$ cat src/design/bmpdec_pkg.sv
package bmpdec_pkg;

    // Largest accepted absolute width or height
    localparam int MAX_DIM = 4096;

    localparam logic [15:0] BMP_SIGNATURE = 16'd19778;
    localparam logic [15:0] BMP_DEPTH     = 16'd24;

    typedef enum logic [2:0] {
        KIND_PIXEL     = 3'd0,
        KIND_HEADER    = 3'd1,
        KIND_BAD_SIG   = 3'd2,
        KIND_BAD_DEPTH = 3'd3,
        KIND_TOO_LARGE = 3'd4
    } t_kind;

    typedef struct packed {
        logic [7:0] data_byte;
        logic       file_start;
    } t_in;

    typedef struct packed {
        t_kind       kind;
        logic [7:0]  red;
        logic [7:0]  green;
        logic [7:0]  blue;
        logic [11:0] column;
        logic [11:0] row_index;
        logic [12:0] image_width;
        logic [12:0] image_height;
        logic        last;
    } t_out;

endpackage

$ cat src/design/bmpdec_parser.sv
module bmpdec_parser
    import bmpdec_pkg::*;
(
    input  logic i_clk,
    input  logic i_rst_n,
    input  logic i_fire,
    input  t_in  i_data,
    output logic o_res_valid,
    output t_out o_res
);

    typedef enum logic [2:0] {
        PH_IDLE,
        PH_HEADER,
        PH_PIXEL,
        PH_PAD,
        PH_DONE
    } t_phase;

    localparam logic [5:0] OFS_WIDTH    = 6'd18;
    localparam logic [5:0] OFS_HEIGHT   = 6'd22;
    localparam logic [5:0] OFS_DEPTH    = 6'd28;
    localparam logic [5:0] IDX_SIG_CHK  = 6'd13;
    localparam logic [5:0] IDX_HDR_LAST = 6'd53;

    t_phase      r_phase, n_phase;
    logic [5:0]  r_hc, n_hc;
    logic [15:0] r_sig, n_sig;
    logic [31:0] r_width_word, n_width_word;
    logic [31:0] r_height_word, n_height_word;
    logic [15:0] r_depth, n_depth;
    logic [12:0] r_width, n_width;
    logic [12:0] r_height, n_height;
    logic [12:0] r_col, n_col;
    logic [12:0] r_row, n_row;
    logic [1:0]  r_channel, n_channel;
    logic [7:0]  r_blue, n_blue;
    logic [7:0]  r_green, n_green;
    logic [1:0]  r_pad, n_pad;

    t_phase      ph;
    logic [5:0]  hc;
    logic [5:0]  w_off, h_off, d_off;
    logic [31:0] w_mag, h_mag;
    logic [12:0] col_next, row_next;

    assign w_mag = r_width_word[31] ? (~r_width_word + 32'd1) : r_width_word;
    assign h_mag = r_height_word[31] ? (~r_height_word + 32'd1) : r_height_word;

    always_comb begin
        n_phase       = r_phase;
        n_hc          = r_hc;
        n_sig         = r_sig;
        n_width_word  = r_width_word;
        n_height_word = r_height_word;
        n_depth       = r_depth;
        n_width       = r_width;
        n_height      = r_height;
        n_col         = r_col;
        n_row         = r_row;
        n_channel     = r_channel;
        n_blue        = r_blue;
        n_green       = r_green;
        n_pad         = r_pad;
        o_res_valid   = 1'b0;
        o_res         = '0;

        // a start byte is header byte zero of a fresh file
        ph       = i_data.file_start ? PH_HEADER : r_phase;
        hc       = i_data.file_start ? 6'd0 : r_hc;
        w_off    = hc - OFS_WIDTH;
        h_off    = hc - OFS_HEIGHT;
        d_off    = hc - OFS_DEPTH;
        col_next = r_col + 13'd1;
        row_next = r_row + 13'd1;

        if (i_fire) begin
            n_phase = ph;
            unique case (ph)
                PH_HEADER: begin
                    // every lane is rewritten before use, so no clearing is needed
                    if (hc < 6'd2)
                        n_sig[{hc[0], 3'b000} +: 8] = i_data.data_byte;
                    else if (hc >= OFS_WIDTH && hc < OFS_HEIGHT)
                        n_width_word[{w_off[1:0], 3'b000} +: 8] = i_data.data_byte;
                    else if (hc >= OFS_HEIGHT && hc < OFS_HEIGHT + 6'd4)
                        n_height_word[{h_off[1:0], 3'b000} +: 8] = i_data.data_byte;
                    else if (hc >= OFS_DEPTH && hc < OFS_DEPTH + 6'd2)
                        n_depth[{d_off[0], 3'b000} +: 8] = i_data.data_byte;
                    n_hc = hc + 6'd1;

                    if (hc == IDX_SIG_CHK && r_sig != BMP_SIGNATURE) begin
                        n_phase     = PH_DONE;
                        o_res_valid = 1'b1;
                        o_res.kind  = KIND_BAD_SIG;
                        o_res.last  = 1'b1;
                    end else if (hc == IDX_HDR_LAST) begin
                        o_res_valid = 1'b1;
                        if (r_depth != BMP_DEPTH) begin
                            n_phase    = PH_DONE;
                            o_res.kind = KIND_BAD_DEPTH;
                            o_res.last = 1'b1;
                        end else if (w_mag > 32'(MAX_DIM) || h_mag > 32'(MAX_DIM)) begin
                            n_phase    = PH_DONE;
                            o_res.kind = KIND_TOO_LARGE;
                            o_res.last = 1'b1;
                        end else begin
                            n_width            = w_mag[12:0];
                            n_height           = h_mag[12:0];
                            n_col              = '0;
                            n_row              = '0;
                            n_channel          = '0;
                            o_res.kind         = KIND_HEADER;
                            o_res.image_width  = w_mag[12:0];
                            o_res.image_height = h_mag[12:0];
                            if (w_mag == 32'd0 || h_mag == 32'd0) begin
                                n_phase    = PH_DONE;
                                o_res.last = 1'b1;
                            end else begin
                                n_phase = PH_PIXEL;
                            end
                        end
                    end
                end
                PH_PIXEL: begin
                    if (r_channel == 2'd0) begin
                        n_blue    = i_data.data_byte;
                        n_channel = 2'd1;
                    end else if (r_channel == 2'd1) begin
                        n_green   = i_data.data_byte;
                        n_channel = 2'd2;
                    end else begin
                        n_channel          = 2'd0;
                        o_res_valid        = 1'b1;
                        o_res.kind         = KIND_PIXEL;
                        o_res.red          = i_data.data_byte;
                        o_res.green        = r_green;
                        o_res.blue         = r_blue;
                        o_res.column       = r_col[11:0];
                        o_res.row_index    = 12'(r_height - 13'd1 - r_row);
                        o_res.image_width  = r_width;
                        o_res.image_height = r_height;
                        n_col              = col_next;
                        if (col_next >= r_width) begin
                            n_col = '0;
                            n_row = row_next;
                            if (row_next >= r_height) begin
                                n_phase    = PH_DONE;
                                o_res.last = 1'b1;
                            end else begin
                                // (4 - 3w mod 4) mod 4 reduces to w mod 4
                                n_pad = r_width[1:0];
                                if (r_width[1:0] != 2'd0)
                                    n_phase = PH_PAD;
                            end
                        end
                    end
                end
                PH_PAD: begin
                    n_pad = r_pad - 2'd1;
                    if (r_pad == 2'd1)
                        n_phase = PH_PIXEL;
                end
                PH_IDLE, PH_DONE: begin
                    // drop bytes until the next file start
                end
                default: begin
                end
            endcase
        end
    end

    always_ff @(posedge i_clk) begin
        if (!i_rst_n) begin
            r_phase   <= PH_IDLE;
            r_hc      <= '0;
            r_col     <= '0;
            r_row     <= '0;
            r_channel <= '0;
            r_pad     <= '0;
        end else begin
            r_phase   <= n_phase;
            r_hc      <= n_hc;
            r_col     <= n_col;
            r_row     <= n_row;
            r_channel <= n_channel;
            r_pad     <= n_pad;
        end
        r_sig         <= n_sig;
        r_width_word  <= n_width_word;
        r_height_word <= n_height_word;
        r_depth       <= n_depth;
        r_width       <= n_width;
        r_height      <= n_height;
        r_blue        <= n_blue;
        r_green       <= n_green;
    end

endmodule

$ cat src/design/bmpdec_out_buf.sv
module bmpdec_out_buf
    import bmpdec_pkg::*;
(
    input  logic i_clk,
    input  logic i_rst_n,
    input  logic i_push,
    input  t_out i_res,
    output logic o_space,
    output logic o_valid,
    input  logic i_ready,
    output t_out o_data
);

    logic [1:0] r_count, n_count;
    t_out       r_q0, n_q0;
    t_out       r_q1, n_q1;
    logic       pop;

    assign pop     = (r_count != 2'd0) && i_ready;
    assign o_valid = (r_count != 2'd0);
    assign o_space = (r_count != 2'd2);
    assign o_data  = r_q0;

    always_comb begin
        n_count = r_count;
        n_q0    = r_q0;
        n_q1    = r_q1;
        if (pop && i_push) begin
            // head leaves, new transaction joins at the tail
            if (r_count == 2'd1) begin
                n_q0 = i_res;
            end else begin
                n_q0 = r_q1;
                n_q1 = i_res;
            end
        end else if (pop) begin
            n_q0    = r_q1;
            n_count = r_count - 2'd1;
        end else if (i_push) begin
            if (r_count == 2'd0)
                n_q0 = i_res;
            else
                n_q1 = i_res;
            n_count = r_count + 2'd1;
        end
    end

    always_ff @(posedge i_clk) begin
        if (!i_rst_n) begin
            r_count <= '0;
        end else begin
            r_count <= n_count;
        end
        r_q0 <= n_q0;
        r_q1 <= n_q1;
    end

endmodule

$ cat src/design/bmp24_stream_decoder.sv
// Streaming decoder for uncompressed 24-bit BMP files.
// Input channel (i_in_valid / o_in_ready / i_in_data): one file byte per
// transaction; set file_start on the first byte of each file. Bytes that
// arrive before a file start, or after the final result of a file, are dropped.
// Output channel (o_out_valid / i_out_ready / o_out_data): one result per
// transaction: a header-accepted or header-error record after byte 13 or 53,
// then one pixel per B,G,R triple, with row padding skipped and rows numbered
// top-down. last marks the final result of a file.
// Throughput: one byte per cycle while the output is taken. A byte is decoded
// in the cycle it is accepted and its result is registered in the output buffer.
// The results sit in a two-entry buffer; o_in_ready drops only while both
// entries are full, so a stalled receiver throttles the input without loss.
// Reset (i_rst_n low at a clock edge) empties the buffer and returns the parser
// to idle, where it waits for a file start.
module bmp24_stream_decoder
    import bmpdec_pkg::*;
(
    input  logic i_clk,
    input  logic i_rst_n,
    input  logic i_in_valid,
    output logic o_in_ready,
    input  t_in  i_in_data,
    output logic o_out_valid,
    input  logic i_out_ready,
    output t_out o_out_data
);

    logic fire;
    logic res_valid;
    t_out res;

    assign fire = i_in_valid && o_in_ready;

    bmpdec_parser u_parser (
        .i_clk       (i_clk),
        .i_rst_n     (i_rst_n),
        .i_fire      (fire),
        .i_data      (i_in_data),
        .o_res_valid (res_valid),
        .o_res       (res)
    );

    bmpdec_out_buf u_out_buf (
        .i_clk   (i_clk),
        .i_rst_n (i_rst_n),
        .i_push  (fire && res_valid),
        .i_res   (res),
        .o_space (o_in_ready),
        .o_valid (o_out_valid),
        .i_ready (i_out_ready),
        .o_data  (o_out_data)
    );

endmodule

$ cat config.mk
export PLATFORM = sky130hd
export DESIGN_NAME = bmp24_stream_decoder
export DESIGN_NICKNAME = d
export VERILOG_FILES = /design/src/design/bmpdec_pkg.sv /design/src/design/bmpdec_parser.sv /design/src/design/bmpdec_out_buf.sv /design/src/design/bmp24_stream_decoder.sv
export SDC_FILE = /design/constraint.sdc
export NUM_CORES = 1
export LEC_CHECK = 0
export BUFFER_PORTS_ARGS = -buffer_cell sky130_fd_sc_hd__buf_4
export CORE_MARGIN = 2
export CORE_UTILIZATION = 55
export CTS_CLUSTER_SIZE = 25
export DETAILED_ROUTE_END_ITERATION = 8
export PLACE_DENSITY = 0.79
export SLEW_MARGIN = 0
export SYNTH_ARGS = -nofsm -noshare
export SYNTH_HDL_FRONTEND = slang
export SYNTH_SLANG_ARGS = --single-unit
export TNS_END_PERCENT = 1
$ cat constraint.sdc
create_clock -name i_clk -period 9 [get_ports i_clk]
set_input_delay 1.35 -clock i_clk [delete_from_list [all_inputs] [get_ports i_clk]]
set_output_delay 1.35 -clock i_clk [all_outputs]
set_load 0.005 [all_outputs]
# Word-level counts from Yosys, hierarchy flattened
# Cells that the tools add are included.
dict set report op_classes {
  n_addsub 17
  order_cmp 11
  eq_ne 22
  shift 8
  muxes 82
  n_bitwise 10
  n_reduce_logical 37
}
# cell count
set ops {}
lappend ops {{two-way mux 78 bit} 12}
lappend ops {{two-way mux 13 bit} 10}
lappend ops {{two-way mux 26 bit} 3}
lappend ops {{two-way mux 75 bit} 1}
lappend ops {{adder 32 x 1 -> 32 bit, second input constant} 2}
lappend ops {{bitwise mux 32 bit} 2}
lappend ops {{> comparator 32 x 13 -> 1 bit, second input constant} 2}
lappend ops {{zero test 32 bit} 2}
lappend ops {{two-way mux 32 bit} 2}
lappend ops {{NOT 32 bit} 2}
lappend ops {{variable shift 8 x 7 -> 32 bit, first input constant} 2}
lappend ops {{indexed part select 8 x 7 -> 32 bit} 2}
lappend ops {{one-hot mux 27 bit (2 select lines)} 1}
lappend ops {{one-hot mux 13 bit (2 select lines)} 2}
lappend ops {{two-way mux 3 bit} 16}
lappend ops {{two-way mux 48 bit} 1}
lappend ops {{bitwise mux 16 bit} 2}
lappend ops {{variable shift 8 x 6 -> 16 bit, first input constant} 2}
lappend ops {{indexed part select 8 x 6 -> 16 bit} 2}
lappend ops {{two-way mux 27 bit} 1}
lappend ops {{adder 13 x 1 -> 13 bit, second input constant} 2}
lappend ops {{greater-or-equal comparator 13 bit} 2}
lappend ops {{two-way mux 2 bit} 12}
lappend ops {{AND reduction 6 bit} 4}
lappend ops {{39 further kinds} 98}
dict set report totals {
  ff_bits 335
  input_bits 13
  output_inout_bits 80
}

# Logic depth before layout (Yosys ltp)
# Gate-level depths: netlist of run 1.
dict set report logic_depth {
  depth_word 16
  depth_mapped 18
  mapped_depth_nobuf 16
}

# Cells and area by module
# From an unflattened synthesis of run 1, not the netlist that was laid out.
dict set report hier_totals {
  hier_cells 1444
  hier_area_um2 16817.4
}
# mod n_inst cells_each area_per_inst_um2
set modules_own_cells {}
lappend modules_own_cells {bmpdec_parser 1 1174 10956.8}
lappend modules_own_cells {bmpdec_out_buf 1 268 5848.1}
lappend modules_own_cells {bmp24_stream_decoder 1 2 12.5}

# Worst setup path before layout of run 1
# Ideal clock, no wire load.
dict set report synth_path {
  path_kind {input-to-reg}
  from {input i_in_data[0] in the netlist's numbering}
  to {register u_out_buf.r_q0, in the netlist u_out_buf.o_data[0], enable pin}
  setup_time_ps 622
  arrival_ps 8562
  required_ps 8378
  slack_ps -184
  cell_stages 11
  path_buffers 2
  path_cell_list {clkbuf_1 nor2b_1 clkbuf_1 ha_1 inv_1 nor2_1 nand4_1 nor2_1 nor3_1 nand2b_1 o21ai_0}
}
dict set report synth_via {
  elab_chain_cells 10
  word_cells_on_any_way 16
}
# item line_no
set synth_rtl {}
lappend synth_rtl {{from (decl)} bmp24_stream_decoder.sv:22} ;# input t_in i_in_data,
lappend synth_rtl {{two-way mux 6 bit} bmpdec_parser.sv:70} ;# hc = i_data.file_start ? 6'd0 : r_hc;
lappend synth_rtl {{== test 6 bit or == test 6 x 4 -> 1 bit (tied branches)} {bmpdec_parser.sv:97, bmpdec_parser.sv:92}}
lappend synth_rtl {{two-way mux 1 bit or logical AND 1 bit (tied branches)} {bmpdec_parser.sv:97, bmpdec_parser.sv:92}}
lappend synth_rtl {{two-way mux 1 bit} bmpdec_parser.sv:92} ;# if (hc == IDX_SIG_CHK && r_sig != BMP_SIGNATURE) begin
lappend synth_rtl {{one-hot mux 1 bit (2 select lines) *} bmpdec_parser.sv:79} ;# unique case (ph)
lappend synth_rtl {{two-way mux 1 bit *} bmpdec_parser.sv:77} ;# if (i_fire) begin
lappend synth_rtl {{logical AND 1 bit *} bmp24_stream_decoder.sv:46} ;# .i_push (fire && res_valid),
lappend synth_rtl {{logical AND 1 bit} bmpdec_out_buf.sv:28} ;# if (pop && i_push) begin
lappend synth_rtl {{nonzero test 3 bit (no source line)} -}
lappend synth_rtl {{AND reduction 2 bit (no source line) *} -}
lappend synth_rtl {{to (signal assigned)} bmpdec_out_buf.sv:54} ;# r_q0 <= n_q0;
lappend synth_rtl {{to (decl)} bmpdec_out_buf.sv:15} ;# t_out r_q0, n_q0;
# Mark *: on every way between the ends. The rest lies on a longest branch, timed or not.
# A chain may end at the register's enable or synchronous reset.

==> flow_metrics.py, run 1 <==
metrics = {
    "global_routing": {
        "grt_pass1_wl_mm": 67.0,
        "grt_max_degree": 77,
        "grt_pass1_vias": 12000,
        "antenna_found_initial": 0,
        "grt_util_all_layers": 0.258,
        "overflow": 0,
    },
    "layout": {
        "final_cell_count_no_fill": 2011,
        "fin_nets": 1658,
        "num_antenna_cells": 0,
        "area_growth_pct": 12.2,
        "nFillCells": 2350,
        "stdcell_area_um2": 19100,
        "final_layout_size_suffix_gt1_frac": 0.141,
    },
    "synth": {
        "synth_compound_gate_area_share": 0.129,
        "ys_seq_area_frac": 0.567,
        "synthesis.nets": 1596,
        "avgSynthCellArea_um2": 11.1,
        "ys_seq_elements": 335,
        "synthAdderAreaFrac": 0.0408,
        "syn-cell-area_um2": 17000,
        "synth_enable_flop_cells": 294,
        "ys.flop_type": "edfxtp_1",
        "synth_mux_area_frac": 0.0313,
        "synth_top_family_by_area": "simple AND/OR/NAND/NOR gates",
        "synth-simple-area-share": 0.160,
        "synth_xor_area_frac": 0.0278,
        "synth.distinct_cells": 81,
        "ys_warn_count": 0,
        "synthCells": 1528,
        "async_flop_share": 0,
    },
    "cts": {
        "cts_root_buf": "clkbuf_16",
        "postCtsHoldBufs": 0,
        "cts_buffer_depth": 3,
        "postCtsSetupBuffers": 0,
        "clk_pin_slew_ns": 0.06,
        "h-tree-depth": 2,
        "cts_resized": 0,
        "cts_sinks": 335,
        "cts_tree": "built",
        "insertion_delay_ns": 0.52,
        "numCtsBuffers": 35,
    },
    "routing": {
        "vias_per_cell": 6.37,
        "final_antenna_net_count": 0,
        "wire_per_inst_um": 21.3,
        "first_pass_iters": 6,
        "drt_wl_total_mm": 42.8,
        "vias": 12800,
        "drtIter0Drc": 1433,
        "drc": 0,
    },
    "floorplanning": {
        "start_util": 0.558,
        "core_um2": 30500,
        "rows": 64,
        "die_y_um": 180,
        "die_w_um": 180,
        "ios": 93,
        "dieArea_um2": 32400,
    },
    "worst_setup_path": {
        "required_ns": 9.33,
        "r2r-end": "u_out_buf.o_data[15]",
        "critical_path_class": "in -> reg",
        "rrSetupSlack_ns": 3.73,
        "critPathLaunchType": "input port",
        "slowest_stage": "o21a_2",
        "path_cells": "buf_4, nor2b_1, ha_1, inv_1, nor2_1, nand4_1, nor2_1, nor3_1, nand2b_1, inv_1, ha_1, o21a_2, nand3_2, o21ai_1",
        "r2r-start": "u_parser.r_height_word[0]",
        "critPathMaxStageDelay_ns": 1.00,
        "cp_data_arrival_time_ns": 6.03,
        "end_kind": "flop",
        "ff2ff_path_depth": 13,
        "worst-path-max-fanout": 49,
    },
    "place": {
        "globalplace.congestion": 0.967,
        "dp_slack_ns": 2.84,
        "dp.final_hpwl_mm": 29.4,
        "portBuffers": 92,
        "placed_area_um2": 18000,
        "placed_cells": 1949,
    },
    "sta": {
        "setup_viol": 0,
        "fin_crit_ns": 5.70,
        "hold_viol_final": 0,
        "grt_setup_unrepaired": "no",
        "setup-tns-final_ns": 0,
        "relSlewSlack": 0.162,
        "fin_ws_ns": 3.30,
        "fin_skew_ns": 0.0191,
        "worstMarginPinSlew_ns": 1.25,
        "max_freq_mhz": 175,
        "finalMaxSlewViolations": 0,
        "final.period_utilization": 0.634,
    },
    "worst_hold_path": {
        "whs_path_depth": 2,
        "hold_end": "u_parser.r_col[12]",
        "hold_path.class": "reg -> reg",
        "hold_path.startpoint": "u_parser.r_col[12]",
    },
    "power_and_ir_drop": {
        "p_leak_nw": 7.07,
        "p_per_area_nw_per_um2": 175,
        "power_mw": 3.35,
        "vdd_drop_max_mv": 0.205,
    },
    "outcome": {
        "status": "finished clean",
    },
    "job": {
        "cap_violations": 0,
    },
}
==> state kept, by name, summed over array words and instances, names as in the netlist <==
signal / flops
u_parser.r_sig: 16
u_out_buf.r_count: 2
u_parser.r_depth: 16
u_parser.r_height: 13
u_parser.r_row: 13
u_parser.r_channel: 2
u_parser.r_col: 13
u_out_buf.r_q1: 78
u_parser.r_phase: 3
u_parser.r_pad: 2
u_parser.r_hc: 6
u_out_buf.o_data: 78
u_parser.r_height_word: 32
u_parser.r_blue: 8
u_parser.r_green: 8
u_parser.r_width: 13
u_parser.r_width_word: 32
==> worst max-delay path: cells and delay by family <==
kind,cells,cell delay [ns]
and+or+nand+nor,7,2.36
AOI/OAI and AO/OA,2,1.40
adders and majority gates,2,0.55
buffers and inverters,3,0.35
==> cells by family after synthesis <==
family          count (synthesis)
mux                            48
xor+xnor                       54
fa+ha+maj                      55
compound gates                328
flops                         335
simple gates                  517
buf+inv                       191
==> through the flow <==
step	hold WS, ns	utilization
2_1_floorplan	0.444	-
3_3_place_gp	0.471	0.591
3_5_place_dp	0.482	0.591
4_1_cts	0.491	0.627
5_1_grt	0.522	0.627
6_report	0.493	0.627
==> report_power, final <==
| part | switching [mW] | internal [mW] | total (mW) |
|---|---|---|---|
| Clock | 0.592 | 0.796 | 1.39 |
| Combinational | 0.132 | 0.0857 | 0.218 |
| Sequential | 0.0145 | 1.73 | 1.74 |
==> cell type report <==
type / count / area, um^2 / area share
clock buffer: 45 / 935 / 0.0489
timing repair buffer: 105 / 788 / 0.0412
sequential: 335 / 9650 / 0.505
inverter: 111 / 417 / 0.0218
tap: 396 / 495 / 0.0259
multi-input combinational: 1002 / 6680 / 0.349
clock inverter: 17 / 155 / 0.00812
==> worst max-delay path by stage <==
| stage | from | end | slack, ns | depth (start not counted) |
|---|---|---|---|---|
| after detailed placement | i_in_data[0] | u_out_buf.o_data[9] | 2.84 | 14 |
| after global placement | i_in_data[0] | u_out_buf.o_data[12] | 3.06 | 14 |
| final | i_in_data[0] | u_out_buf.o_data[15] | 3.30 | 14 |
| after floorplan | i_in_data[0] | u_out_buf.r_q1[0] | 1.24 | 14 |
| after global routing | i_in_data[0] | u_out_buf.o_data[4] | 2.89 | 14 |
| after CTS | i_in_data[0] | u_out_buf.o_data[15] | 3.35 | 14 |
==> layout by cell type, fill, tap and decap left out, types with 29 or more instances in the layout <==
cell | synthesis | layout
a21oi_1 | 72 | 71
and3_1 | 54 | 54
buf_4 | 2 | 105
clkbuf_16 | 0 | 36
dfxtp_1 | 41 | 41
edfxtp_1 | 294 | 294
ha_1 | 54 | 54
inv_1 | 109 | 109
mux2_2 | 42 | 42
nand2_1 | 84 | 84
nor2_1 | 134 | 134
nor3_1 | 63 | 63
o21ai_0 | 50 | 49
o21ai_1 | 31 | 29
xnor2_1 | 34 | 34
==> cells in the mapped netlist, drive strengths merged (13+ instances only) <==
library cell / number / area (um^2)
mux2: 42 / 473
dfxtp: 41 / 821
a22oi: 27 / 203
nand2: 84 / 315
or3: 21 / 136
xor2: 20 / 175
nand3: 28 / 145
inv: 109 / 409
ha: 54 / 676
buf: 13 / 86.3
nand4: 19 / 125
clkbuf: 67 / 251
or4: 18 / 146
nor3: 66 / 358
xnor2: 34 / 298
edfxtp: 294 / 8830
nor4: 29 / 206
o31ai: 18 / 135
and3: 54 / 338
a21oi: 72 / 360
nor2: 134 / 503
o21ai: 81 / 405
nand2b: 14 / 87.6
==> metal layers <==
layer  wire length (um)  vias to the layer above  GRT usage  part of all wire
li1                   -                     5878          -                 -
met1              17300                     6167      0.350              0.40
met2              20500                      647      0.420              0.48
met3               3280                      109     0.0387             0.077
met4               1730                        0      0.105             0.040
met5                  0                        -          0                 0
Power figures use the tool's default switching activity.
==> run 2: changes to the inputs <==
--- a/config.mk
+++ b/config.mk
@@ -10,7 +10,7 @@
 export CORE_UTILIZATION = 55
 export CTS_CLUSTER_SIZE = 25
 export DETAILED_ROUTE_END_ITERATION = 8
-export PLACE_DENSITY = 0.79
+export PLACE_DENSITY = 0.76
 export SLEW_MARGIN = 0
 export SYNTH_ARGS = -nofsm -noshare
 export SYNTH_HDL_FRONTEND = slang
==> constraint.sdc (replaced) <==
create_clock -name i_clk -period 5.7 [get_ports i_clk]
set_input_delay 0.855 -clock i_clk [delete_from_list [all_inputs] [get_ports i_clk]]
set_output_delay 0.855 -clock i_clk [all_outputs]
set_load 0.005 [all_outputs]
==> flow_metrics.py, run 2 (synthesis gave the netlist of run 1 again) <==
metrics = {
    "place": {
        "placed_area_um2": 18100,
        "globalplace.congestion": 0.964,
        "placed_cells": 1954,
        "dp_slack_ns": 0.975,
        "dp.final_hpwl_mm": 30.6,
        "portBuffers": 92,
    },
    "job": {
        "cap_violations": 0,
    },
    "sta": {
        "setup_viol": 0,
        "grt_setup_unrepaired": "no",
        "hold_ws_ns": 0.490,
        "hold_viol_final": 0,
        "finalMaxSlewViolations": 0,
        "fin_ws_ns": 0.929,
        "fin_skew_ns": 0.0257,
        "worstMarginPinSlew_ns": 1.24,
        "max_freq_mhz": 210,
        "relSlewSlack": 0.169,
        "fin_crit_ns": 4.77,
        "final.period_utilization": 0.837,
    },
    "worst_setup_path": {
        "critical_path_class": "reg -> reg",
        "required_ns": 6.06,
        "critPathLaunchType": "flop",
        "cp_data_arrival_time_ns": 5.13,
        "worst-path-max-fanout": 25,
        "end_kind": "flop",
    },
    "global_routing": {
        "grt_pass1_wl_mm": 68.4,
        "grt.busiest_layer": "met2",
        "overflow": 0,
        "grt_util_met3": 0.0375,
        "grt_util_all_layers": 0.267,
        "met1_usage": 0.358,
        "antenna_found_initial": 0,
        "grt_pass1_vias": 12200,
        "use_met2": 0.442,
        "grt_max_degree": 75,
    },
    "cts": {
        "clk_pin_slew_ns": 0.06,
        "cts_resized": 0,
        "postCtsHoldBufs": 0,
        "insertion_delay_ns": 0.53,
        "cts_tree": "built",
        "numCtsBuffers": 37,
        "h-tree-depth": 2,
        "postCtsSetupBuffers": 0,
        "cts_sinks": 335,
        "cts_root_buf": "clkbuf_16",
        "cts_buffer_depth": 3,
    },
    "floorplanning": {
        "ios": 93,
        "die_w_um": 180,
        "start_util": 0.558,
        "rows": 64,
        "dieArea_um2": 32400,
        "core_um2": 30500,
        "die_y_um": 180,
    },
    "layout": {
        "num_antenna_cells": 0,
        "final_layout_size_suffix_gt1_frac": 0.147,
        "area_growth_pct": 13.4,
        "final_cell_count_no_fill": 2020,
        "fin_nets": 1665,
        "ff_latch_area_um2": 9650,
        "stdcell_area_um2": 19300,
        "layout_common_cells": "294 x edfxtp_1, 134 x nor2_1, 109 x inv_1, 109 x buf_4, 84 x nand2_1",
        "multi_input_area_um2": 6680,
        "layout_commonest_cell": "edfxtp_1",
        "nFillCells": 2357,
    },
    "power_and_ir_drop": {
        "vdd_drop_max_mv": 0.284,
        "power_mw": 5.53,
        "p_leak_nw": 7.13,
        "p_per_area_nw_per_um2": 286,
    },
    "routing": {
        "vias_per_cell": 6.30,
        "final_antenna_net_count": 0,
        "vias": 12700,
        "drc": 0,
        "drt_wl_total_mm": 44.1,
        "drtIter0Drc": 1392,
        "wire_per_inst_um": 21.8,
        "first_pass_iters": 5,
    },
    "outcome": {
        "status": "finished clean",
    },
    "worst_hold_path": {
        "hold_path.class": "reg -> reg",
    },
}
run 2: changes by cell type in the layout (fill, tap and decap cells not counted), sizes merged:
cell and change:
buf +5, bufinv +3, clkbuf +2, clkinv -2, clkinvlp +1
run 2: per-layer routing:
layer	routed length, um	part of all wire	up-vias
li1	-	-	5890
met1	18300	0.41	6147
met2	21200	0.48	593
met3	3200	0.072	91
met4	1460	0.033	0
met5	0	0	-
run 2: path summary, 6_finish.rpt:
path         slack, ns                   end                     start  cells past startpoint
max               0.93  u_out_buf.o_data[21]  u_parser.r_width_word[4]                     11
min               0.49    u_parser.r_col[12]        u_parser.r_col[12]                      2
max reg2reg       0.93  u_out_buf.o_data[21]  u_parser.r_width_word[4]                     11
min reg2reg       0.49    u_parser.r_col[12]        u_parser.r_col[12]                      2
run 2: metrics by stage:
| stage | TNS (ns) | utilization |
|---|---|---|
| after CTS | 0 | 0.633 |
| after global routing | 0 | 0.633 |
| after global placement | 0 | 0.592 |
| after floorplan | -68.90 | - |
| final | 0 | 0.633 |
| after detailed placement | 0 | 0.592 |
run 2: final cells by class:
class,count,area share
multi-input combinational,1002,0.346
tap,396,0.0257
timing repair buffer,110,0.0434
sequential,335,0.500
inverter,111,0.0216
clock inverter,19,0.0117
clock buffer,47,0.0521
run 2: critical path, cell delays in order (launching register included):
cell and delay [ns]:
edfxtp_1 0.50, or4_1 0.73, or4_1 0.61, or4_1 0.49
mux2_2 0.25, a31oi_1 0.09, nor4_2 0.35, nand4_2 0.26
nor3_4 0.23, buf_4 0.24, nand3_2 0.51, o21ai_1 0.33
run 2: report_power, final:
| part | total, mW | switching [mW] | internal (mW) |
|---|---|---|---|
| Clock | 2.42 | 0.948 | 1.48 |
| Sequential | 2.75 | 0.0210 | 2.73 |
| Combinational | 0.351 | 0.211 | 0.141 |
| Total | 5.53 | 1.18 | 4.35 |
